## src/rtl/core/eah_pkg.sv

```systemverilog
// shared constants, types and angle boundary table for the energy/angle histogram
`timescale 1ns / 1ps

package eah_pkg;

  // histogram geometry
  localparam int BINS    = 256;
  localparam int BinW    = 8;
  localparam int StepW   = 3;
  localparam int CntW    = 32;

  // field and register widths
  localparam int CfgW    = 24;
  localparam int CfgIdxW = 2;
  localparam int CmdW    = 2;
  localparam int DzW     = 16;

  // shared compare/subtract unit and angle compare format
  localparam int AluW    = 33;
  localparam int BoundW  = 32;
  localparam int DzShift = 13;
  localparam int QFrac   = 28;

  // command codes
  localparam logic [CmdW-1:0] CMD_HIT       = 2'd0;
  localparam logic [CmdW-1:0] CMD_RD_ENERGY = 2'd1;
  localparam logic [CmdW-1:0] CMD_RD_ANGLE  = 2'd2;
  localparam logic [CmdW-1:0] CMD_RD_HIGH   = 2'd3;

  // register indexes
  localparam logic [CfgIdxW-1:0] REG_ENERGY_LOW  = 2'd0;
  localparam logic [CfgIdxW-1:0] REG_ENERGY_HIGH = 2'd1;
  localparam logic [CfgIdxW-1:0] REG_THRESHOLD   = 2'd2;

  // register reset values in kev
  localparam logic [CfgW-1:0] ENERGY_LOW_RST  = 24'd0;
  localparam logic [CfgW-1:0] ENERGY_HIGH_RST = 24'd25000;
  localparam logic [CfgW-1:0] THRESHOLD_RST   = 24'd19500;

  localparam logic [CntW-1:0] CNT_MAX = '1;

  typedef struct packed {
    logic [CmdW-1:0]       cmd;
    logic                  is_gamma;
    logic [CfgW-1:0]       energy_kev;
    logic signed [DzW-1:0] dir_z;
    logic [BinW-1:0]       bin_addr;
  } eah_req_t;

  typedef struct packed {
    logic [CntW-1:0] read_value;
    logic            energy_counted;
    logic            angle_counted;
  } eah_rsp_t;

  // histogram bank write port
  typedef struct packed {
    logic            en;
    logic [BinW-1:0] addr;
    logic [CntW-1:0] data;
  } bank_wr_t;

  typedef logic [63:0]        u64_t;
  typedef logic signed [63:0] s64_t;
  typedef logic signed [BoundW-1:0] bound_t;
  typedef bound_t bound_tab_t [BINS];

  // taylor series for cos in q28, evaluated at elaboration only
  localparam int CosTerms = 20;
  localparam u64_t CosDen = u64_t'(100 * BINS);
  localparam u64_t PiX100 = 64'd314;
  localparam u64_t TaylorDiv [1:CosTerms] = '{
    64'd2,   64'd12,  64'd30,  64'd56,  64'd90,  64'd132, 64'd182, 64'd240,
    64'd306, 64'd380, 64'd462, 64'd552, 64'd650, 64'd756, 64'd870, 64'd992,
    64'd1122, 64'd1260, 64'd1406, 64'd1560
  };

  function automatic s64_t cos_q28(input u64_t x);
    u64_t x2;
    u64_t term;
    s64_t sum;
    x2   = (x * x) >> QFrac;
    term = u64_t'(1) << QFrac;
    sum  = s64_t'(term);
    for (int i = 1; i <= CosTerms; i++) begin
      term = ((term * x2) >> QFrac) / TaylorDiv[i];
      if ((i & 1) != 0) begin
        sum = sum - s64_t'(term);
      end else begin
        sum = sum + s64_t'(term);
      end
    end
    return sum;
  endfunction

  // boundary angle k in q28 radians, k * 3.14 / BINS
  function automatic u64_t bound_theta(input int k);
    return (u64_t'(k) * PiX100 * (u64_t'(1) << QFrac)) / CosDen;
  endfunction

  function automatic bound_tab_t make_bounds();
    bound_tab_t t;
    for (int k = 0; k < BINS; k++) begin
      t[k] = BoundW'(cos_q28(bound_theta(k)));
    end
    return t;
  endfunction

  // boundary cosines for k = 0 .. BINS-1, and the last one at 3.14
  localparam bound_tab_t BOUND_TAB  = make_bounds();
  localparam bound_t     BOUND_LAST = BoundW'(cos_q28(bound_theta(BINS)));

endpackage

```

## src/rtl/core/eah_alu.sv

```systemverilog
// shared signed compare/subtract unit used by the division and the table search
`timescale 1ns / 1ps

module eah_alu (
  input  logic signed [eah_pkg::AluW-1:0] op_a,
  input  logic signed [eah_pkg::AluW-1:0] op_b,
  output logic                            a_ge_b,
  output logic [eah_pkg::AluW-1:0]        diff
);

  logic [eah_pkg::AluW:0] wide;

  // one extra bit so the sign of the difference is exact
  assign wide   = {op_a[eah_pkg::AluW-1], op_a} - {op_b[eah_pkg::AluW-1], op_b};
  assign a_ge_b = ~wide[eah_pkg::AluW];
  assign diff   = wide[eah_pkg::AluW-1:0];

endmodule

```

## config.mk

```make
export PLATFORM = sky130hd
export DESIGN_NAME = eah_alu
export DESIGN_NICKNAME = d
export VERILOG_FILES = /design/src/rtl/core/eah_pkg.sv /design/src/rtl/core/eah_alu.sv
export SDC_FILE = /design/constraint.sdc
export NUM_CORES = 1
export LEC_CHECK = 0
export ABC_AREA = 1
export BUFFER_PORTS_ARGS = -buffer_cell sky130_fd_sc_hd__buf_2
export CAP_MARGIN = 10
export CORE_MARGIN = 8
export CORE_UTILIZATION = 50
export DETAILED_ROUTE_END_ITERATION = 8
export PLACE_DENSITY_LB_ADDON = 0.08
export SYNTH_ARGS = -nofsm -noshare
export SYNTH_HDL_FRONTEND = slang
export SYNTH_SLANG_ARGS = --single-unit
```

## constraint.sdc

```tcl
create_clock -name vclk -period 2.7
set_input_delay 0.54 -clock vclk [all_inputs]
set_output_delay 0.54 -clock vclk [all_outputs]
set_load 0.03 [all_outputs]
```

[Word-level counts from Yosys, hierarchy flattened]
Index checks and enable logic that the tools add are counted.
Cells by class
  bitwise operators: 1
  $add $sub $neg: 1
Operators by type and width (number)
  subtractor 33 x 33 -> 34 bit: 1
  inverter 1 bit: 1
Storage, ports and cells
  bits in registers: 0
  word-level logic and storage cells: 2
  input port bits: 66

[Longest topological paths before layout]
Gate-level depths: netlist of run 1.
  word-level depth: 2
  gate-level depth with buffers: 14
  mapped depth without buffers: 14

[Worst setup path after synthesis of run 1]
Ideal clock, no wire load.
  path kind: input-to-output
  start: input op_a[0] in the netlist's numbering
  end: output diff[14] in the netlist's numbering
  data arrival time: 2.233 ns
  stages: 11
  data required time: 2.160 ns
  setup slack: -0.073 ns
  buffers on the path: 0
  cell sequence: inv_1 -> ha_1 -> fa_1 -> inv_1 -> nand3_1 -> nand2_2 -> nand2_1 -> nand2_1 -> nand3_1 -> nand2_1 -> xor2_1
Between the ends
  longest elaborated chain between the ends: 1
RTL lines
  start: declaration: line eah_alu.sv:5  | input logic signed [eah_pkg::AluW-1:0] op_a,
  subtractor 33 x 33 -> 34 bit: line eah_alu.sv:14  | assign wide = {op_a[eah_pkg::AluW-1], op_a} - {op_b[eah_pkg::AluW-1], op_b};
  end: declaration: line eah_alu.sv:8  | output logic [eah_pkg::AluW-1:0] diff
Every way passes these cells.

[Final worst setup path of run 1]
  start: input op_a[20] in the netlist's numbering
  end: output diff[27] in the netlist's numbering
The elaborated chain is that of the path after synthesis.

==> flow_summary.ini, run 1 <==
[floorplanning]
die_w_um = 86.2
rows = 25
start_util_pct = 51.9
io_pins = 100
dieArea_um2 = 7440
die_y_um = 86.2
core_um2 = 4750

[timing]
setup_tns_ns = 0
rsz0062_at_grt = true
drv_slew = 0
fmax_mhz = 376
finalSetupViolations = 0
worst_pin_slew_ns = 0.322
maxSlewHeadroom_pct = 78.3
fin_crit_ns = 2.66
period_share_pct = 98.4
hold_violations = 0
finalWorstSetupSlack_ns = 0.0432

[logic_synthesis]
syn_area_per_cell_um2 = 4.96
synth-xor-area-share_pct = 5.68
syn_area_um2 = 2470
seq_area_frac_synth_pct = 0
yosys.area_share.simple_pct = 44.2
netlist_instances = 497
syn_nets = 597
synth_mux_area_share_pct = 0
synth_cell_type_count = 23
synth_compound_gate_area_share_pct = 14.3
yosys.area_share.adder_pct = 17.6
ys_warn_count = 0
synth_top_family_by_area = simple AND/OR/NAND/NOR gates

[cells_and_area]
drive_above_1_share_pct = 40.3
fin_nets = 734
diodes = 0
seq_cell_count = 0
final_area_um2 = 3910
clockBufferCount = 0
seq_area_um2 = 0
fillers = 369
areaGrowthSynthToFinish_pct = 58.3

[worst_setup_path]
crit_path_frequent_cell = nand2_1
path_cells = buf_2 > ha_1 > a21oi_1 > nor2_1 > o21ai_0 > nand2_1 > a21oi_1 > nand2_1 > nand2_1 > nand2_1 > buf_6
cp-start-kind = input pin
cp.required_ns = 2.16
critPathKind = input pin to primary output
crit_path_max_fanout = 4
critPathArrivalTime_ns = 2.12
cp-end-kind = primary output
slowest_delay_ns = 0.35
cp_slowest_cell = ha_1

[global_route]
met3_usage_pct = 1.98
use_met1_pct = 28.2
use_met2_pct = 37.9
grt.total_usage_pct = 21.5
grt_pass1_wl_um = 13600
grt_antenna_before_repair = 0
grt-ovfl-total = 0
grt_pass1_vias = 3138
grt_start_max_net_pins = 6
busiest_layer = met2

[routing]
route.detailed.drc = 0
detail-route-antenna-nets = 0
drt-pass1-iter-count = 5
avgViaCountPerCell = 5.18
drt_iter0_drc = 283
wl_per_cell_um = 13.8
drt_wl_total_um = 9670
vias = 3621

[power_and_ir_drop]
swShare_pct = 61.7
combPwrFrac_pct = 100.0
seqPwrFrac_pct = 0
irDropWorstVdd_mv = 0.203
p_per_area_nw_per_um2 = 301
p_leak_nw = 2.27
p_switching_w = 0.000724
power_w = 0.00117
p_clk_share_pct = 0
p_int_w = 0.000450

[min_path]
min_path_type = input pin to primary output

[placement]
place_ws_ns = -0.207
dpl_cell_area_um2 = 3320
port_buffers = 100
finalWeightedCongestion = 1.04
dp_hpwl_um = 7570

[run]
cap_viol_max_count = 0

[outcome]
status = finished clean

[clock_network]
ctsHoldBuffers = 0
[metrics by stage]
step                hold slack [ns]  util, %  instances
floorplan                      1.29        -        497
global placement               1.45     69.8        696
detailed placement             1.46     69.8        696
CTS                            1.48     71.5        698
global route                   1.48     82.1        699
finish                         1.46     82.1        699
[synthesized netlist by cell type, drive strengths merged]
cell type / number / area, um^2
nor2: 51 / 201
nand3: 24 / 130
a31oi: 1 / 6.26
fa: 1 / 20.0
xor2: 13 / 114
o21ai: 19 / 95.1
nor3: 7 / 45.0
a21o: 3 / 22.5
a21oi: 35 / 175
ha: 33 / 413
nand3b: 1 / 7.51
nand4: 6 / 37.5
inv: 120 / 450
a21boi: 1 / 7.51
and2: 1 / 6.26
o21bai: 6 / 45.0
nand2: 172 / 663
xnor2: 3 / 26.3
[power by group through the flow]
stage | combinational (W) | clock [W] | sequential (W)
detailed placement | 0.000968 | 0 | 0
finish | 0.00117 | 0 | 0
global route | 0.00126 | 0 | 0
CTS | 0.00100 | 0 | 0
global placement | 0.000955 | 0 | 0
floorplan | 0.000645 | 0 | 0
[what timing repair did]
| action | 4_1_cts | 5_1_grt |
|---|---|---|
| setup endpoints to repair | 12 | 24 |
| setup buffers | 2 | 1 |
| pin swaps | 2 | 14 |
| cloned | 0 | 0 |
| resized for setup | 26 | 124 |
[kinds of logic after synthesis]
logic type | Yosys count
simple gates | 262
buf+inv | 120
compound gates | 65
fa+ha+maj | 34
xor+xnor | 16
[worst paths after layout]
check / from / to / slack [ns] / depth (start not counted)
worst min-delay path: op_b[0] / diff[0] / 1.46 / 4
worst max-delay path: op_a[20] / diff[27] / 0.04 / 11
[critical path: cells and delay by family]
kind | cells | cell delay [ns]
AND/OR/NAND/NOR | 5 | 0.38
AO/OA/AOI/OAI | 3 | 0.61
buffers and inverters | 2 | 0.25
adder cells (fa/ha/maj) | 1 | 0.35
[layout make-up]
| type | instances | area, um^2 | share of cell area [%] |
|---|---|---|---|
| Timing Repair Buffer | 135 | 841 | 21.5 |
| Multi-Input combinational cell | 377 | 2530 | 64.7 |
| Inverter | 120 | 453 | 11.6 |
| Tap cell | 67 | 83.8 | 2.15 |
[layer usage]
metal	vias up	routed length [um]
li1	1790	-
met4	0	172
met1	1643	3980
met2	166	4790
met5	-	0
met3	22	728
[cells in the final DEF (no fill, tap or decap), types with 5 or more instances in the layout]
cell type / netlist / layout
a21oi_1: 35 / 17
a21oi_2: 0 / 18
buf_2: 0 / 84
buf_4: 0 / 38
buf_6: 0 / 10
ha_1: 33 / 9
ha_2: 0 / 9
ha_4: 0 / 15
inv_1: 118 / 116
nand2_1: 165 / 134
nand2_2: 7 / 34
nand3_1: 22 / 20
nand4_1: 6 / 6
nor2_1: 47 / 32
nor2_2: 4 / 14
nor2_4: 0 / 5
o21ai_0: 19 / 13
o21bai_1: 6 / 5
xor2_1: 13 / 9
Note: power is estimated with default switching activity, not from simulation.
==> run 2: changes to the inputs <==
Settings changed: CORE_UTILIZATION 50 to 40.
Clock period 2.7 ns to 2.2 ns, I/O delays scaled along.
==> run 2 against run 1 <==
  * Flip-flop and latch count is the same
  * Combinational power increased by 110%
  * Via count grew 44%
  * Highest routed layer is now met5
  * Largest power group unchanged
  * The run now ends with negative setup slack left
  * Critical path depth grew 1
  * Final cell count increased by 10%
  * Wire length grew 130%
  * Die area increased by 20%
==> flow_summary.ini, run 2 (synthesized netlist as in run 1, its figures left out) <==
[outcome]
status = finished with violations
violations = negative setup slack

[routing]
drt_iter0_drc = 885
route.detailed.drc = 0
drt-pass1-iter-count = 8
avgViaCountPerCell = 6.79
detail-route-antenna-nets = 0
wl_per_cell_um = 29.5
vias = 5218
drt_wl_total_um = 22700

[power_and_ir_drop]
irDropWorstVdd_mv = 0.331
p_leak_nw = 2.97
p_per_area_nw_per_um2 = 420

[placement]
finalWeightedCongestion = 0.933
dp_hpwl_um = 8350
dpl_cell_area_um2 = 3780
port_buffers = 100

[run]
cap_viol_max_count = 0

[timing]
whs_ns = 1.30
worst_pin_slew_ns = 0.955
fmax_mhz = 331
finalWorstSetupSlack_ns = -0.820
period_share_pct = 137
drv_slew = 0
rsz0062_at_grt = true
maxSlewHeadroom_pct = 35.6
finalSetupViolations = 31
fin_crit_ns = 3.02
hold_violations = 0

[floorplanning]
rows = 28
die_y_um = 94.5
start_util_pct = 41.4
io_pins = 100
die_w_um = 94.5
core_um2 = 5960
dieArea_um2 = 8930

[min_path]
min_path_type = input pin to primary output

[worst_setup_path]
crit_path_max_fanout = 2
worst-path-stages = 12
path_cells = buf_2 > inv_1 > ha_4 > inv_1 > o21ai_0 > a21oi_1 > nand2_1 > a21oi_2 > nand2_2 > nand2_2 > nand2_4 > buf_6
cp-start-kind = input pin
cp_slowest_cell = o21ai_0
cp-end-kind = primary output
crit_family = compound AO/OA/AOI/OAI gates
critPathKind = input pin to primary output
cp.required_ns = 1.76
slowest_delay_ns = 0.81
crit_end = diff[32]
critPathArrivalTime_ns = 2.58
setup.worst_path.start = op_b[30]
critical_path_buf_inv_count = 4

[cells_and_area]
drive_above_1_share_pct = 65.3
fin_nets = 796
areaGrowthSynthToFinish_pct = 133
final_area_um2 = 5740
diodes = 0
fin_util_pct = 96.4
seq_area_um2 = 0
seq_cell_count = 0
fillers = 128
final_cell_mix = inv_1 (83), buf_4 (83), nand2_1 (74)
clockBufferCount = 0

[global_route]
grt.total_usage_pct = 29.1
grt_pass1_vias = 4440
grt-ovfl-total = 0
grt_start_max_net_pins = 6
grt_pass1_wl_um = 21100
grt_antenna_before_repair = 2

[clock_network]
ctsHoldBuffers = 0
run 2: area by class of cell:
| class | count | area [um^2] | share of cell area (%) |
|---|---|---|---|
| repair buffers | 197 | 1690 | 29.4 |
| multi-input cells | 377 | 3480 | 60.6 |
| inverters | 120 | 485 | 8.45 |
| well taps | 75 | 93.8 | 1.63 |
run 2: layer usage:
layer / part of all wire [%] / vias up / global-route usage [%]
li1: - / 1919 / -
met1: 30 / 2346 / 33.6
met2: 42 / 639 / 53.6
met3: 17 / 310 / 3.25
met4: 12 / 4 / 10.4
met5: 0.12 / - / 0
run 2: tightest hold or removal path: cells and delay by family:
family                   cells  cell delay (ns)
adder cells (fa/ha/maj)      1             0.12
buffers and inverters        3             0.30
run 2: how the worst min path moves through the flow:
stage,start,end,slack (ns),cells after the start
3_3_place_gp,op_b[0],diff[0],1.30,4
3_5_place_dp,op_b[0],diff[0],1.30,4
6_report,op_b[0],diff[0],1.30,4
2_1_floorplan,op_b[0],diff[0],1.13,2
5_1_grt,op_b[0],diff[0],1.30,4
4_1_cts,op_b[0],diff[0],1.25,4
run 2: stage by stage:
stage / setup TNS (ns) / worst slack, ns / instances / power (W)
finish: -10.92 / -0.820 / 769 / 0.00241
floorplan: -1.28 / -0.111 / 497 / 0.000860
CTS: -2.95 / -0.241 / 756 / 0.00186
global placement: -7.24 / -0.375 / 744 / 0.00135
global route: -12.17 / -0.800 / 769 / 0.00247
detailed placement: -7.76 / -0.388 / 744 / 0.00136
run 2: where the power goes:
part,internal (W),total (W),switching [W]
logic,0.000995,0.00241,0.00142
clock network,0,0,0
registers,0,0,0
total,0.000995,0.00241,0.00142
run 2: repair_timing:
item | CTS | global route
setup buffers | 14 | 16
endpoints found under the hold margin | 0 | 0
gates resized for setup | 289 | 139
endpoints found under the setup margin | 30 | 30
pin swaps | 92 | 97
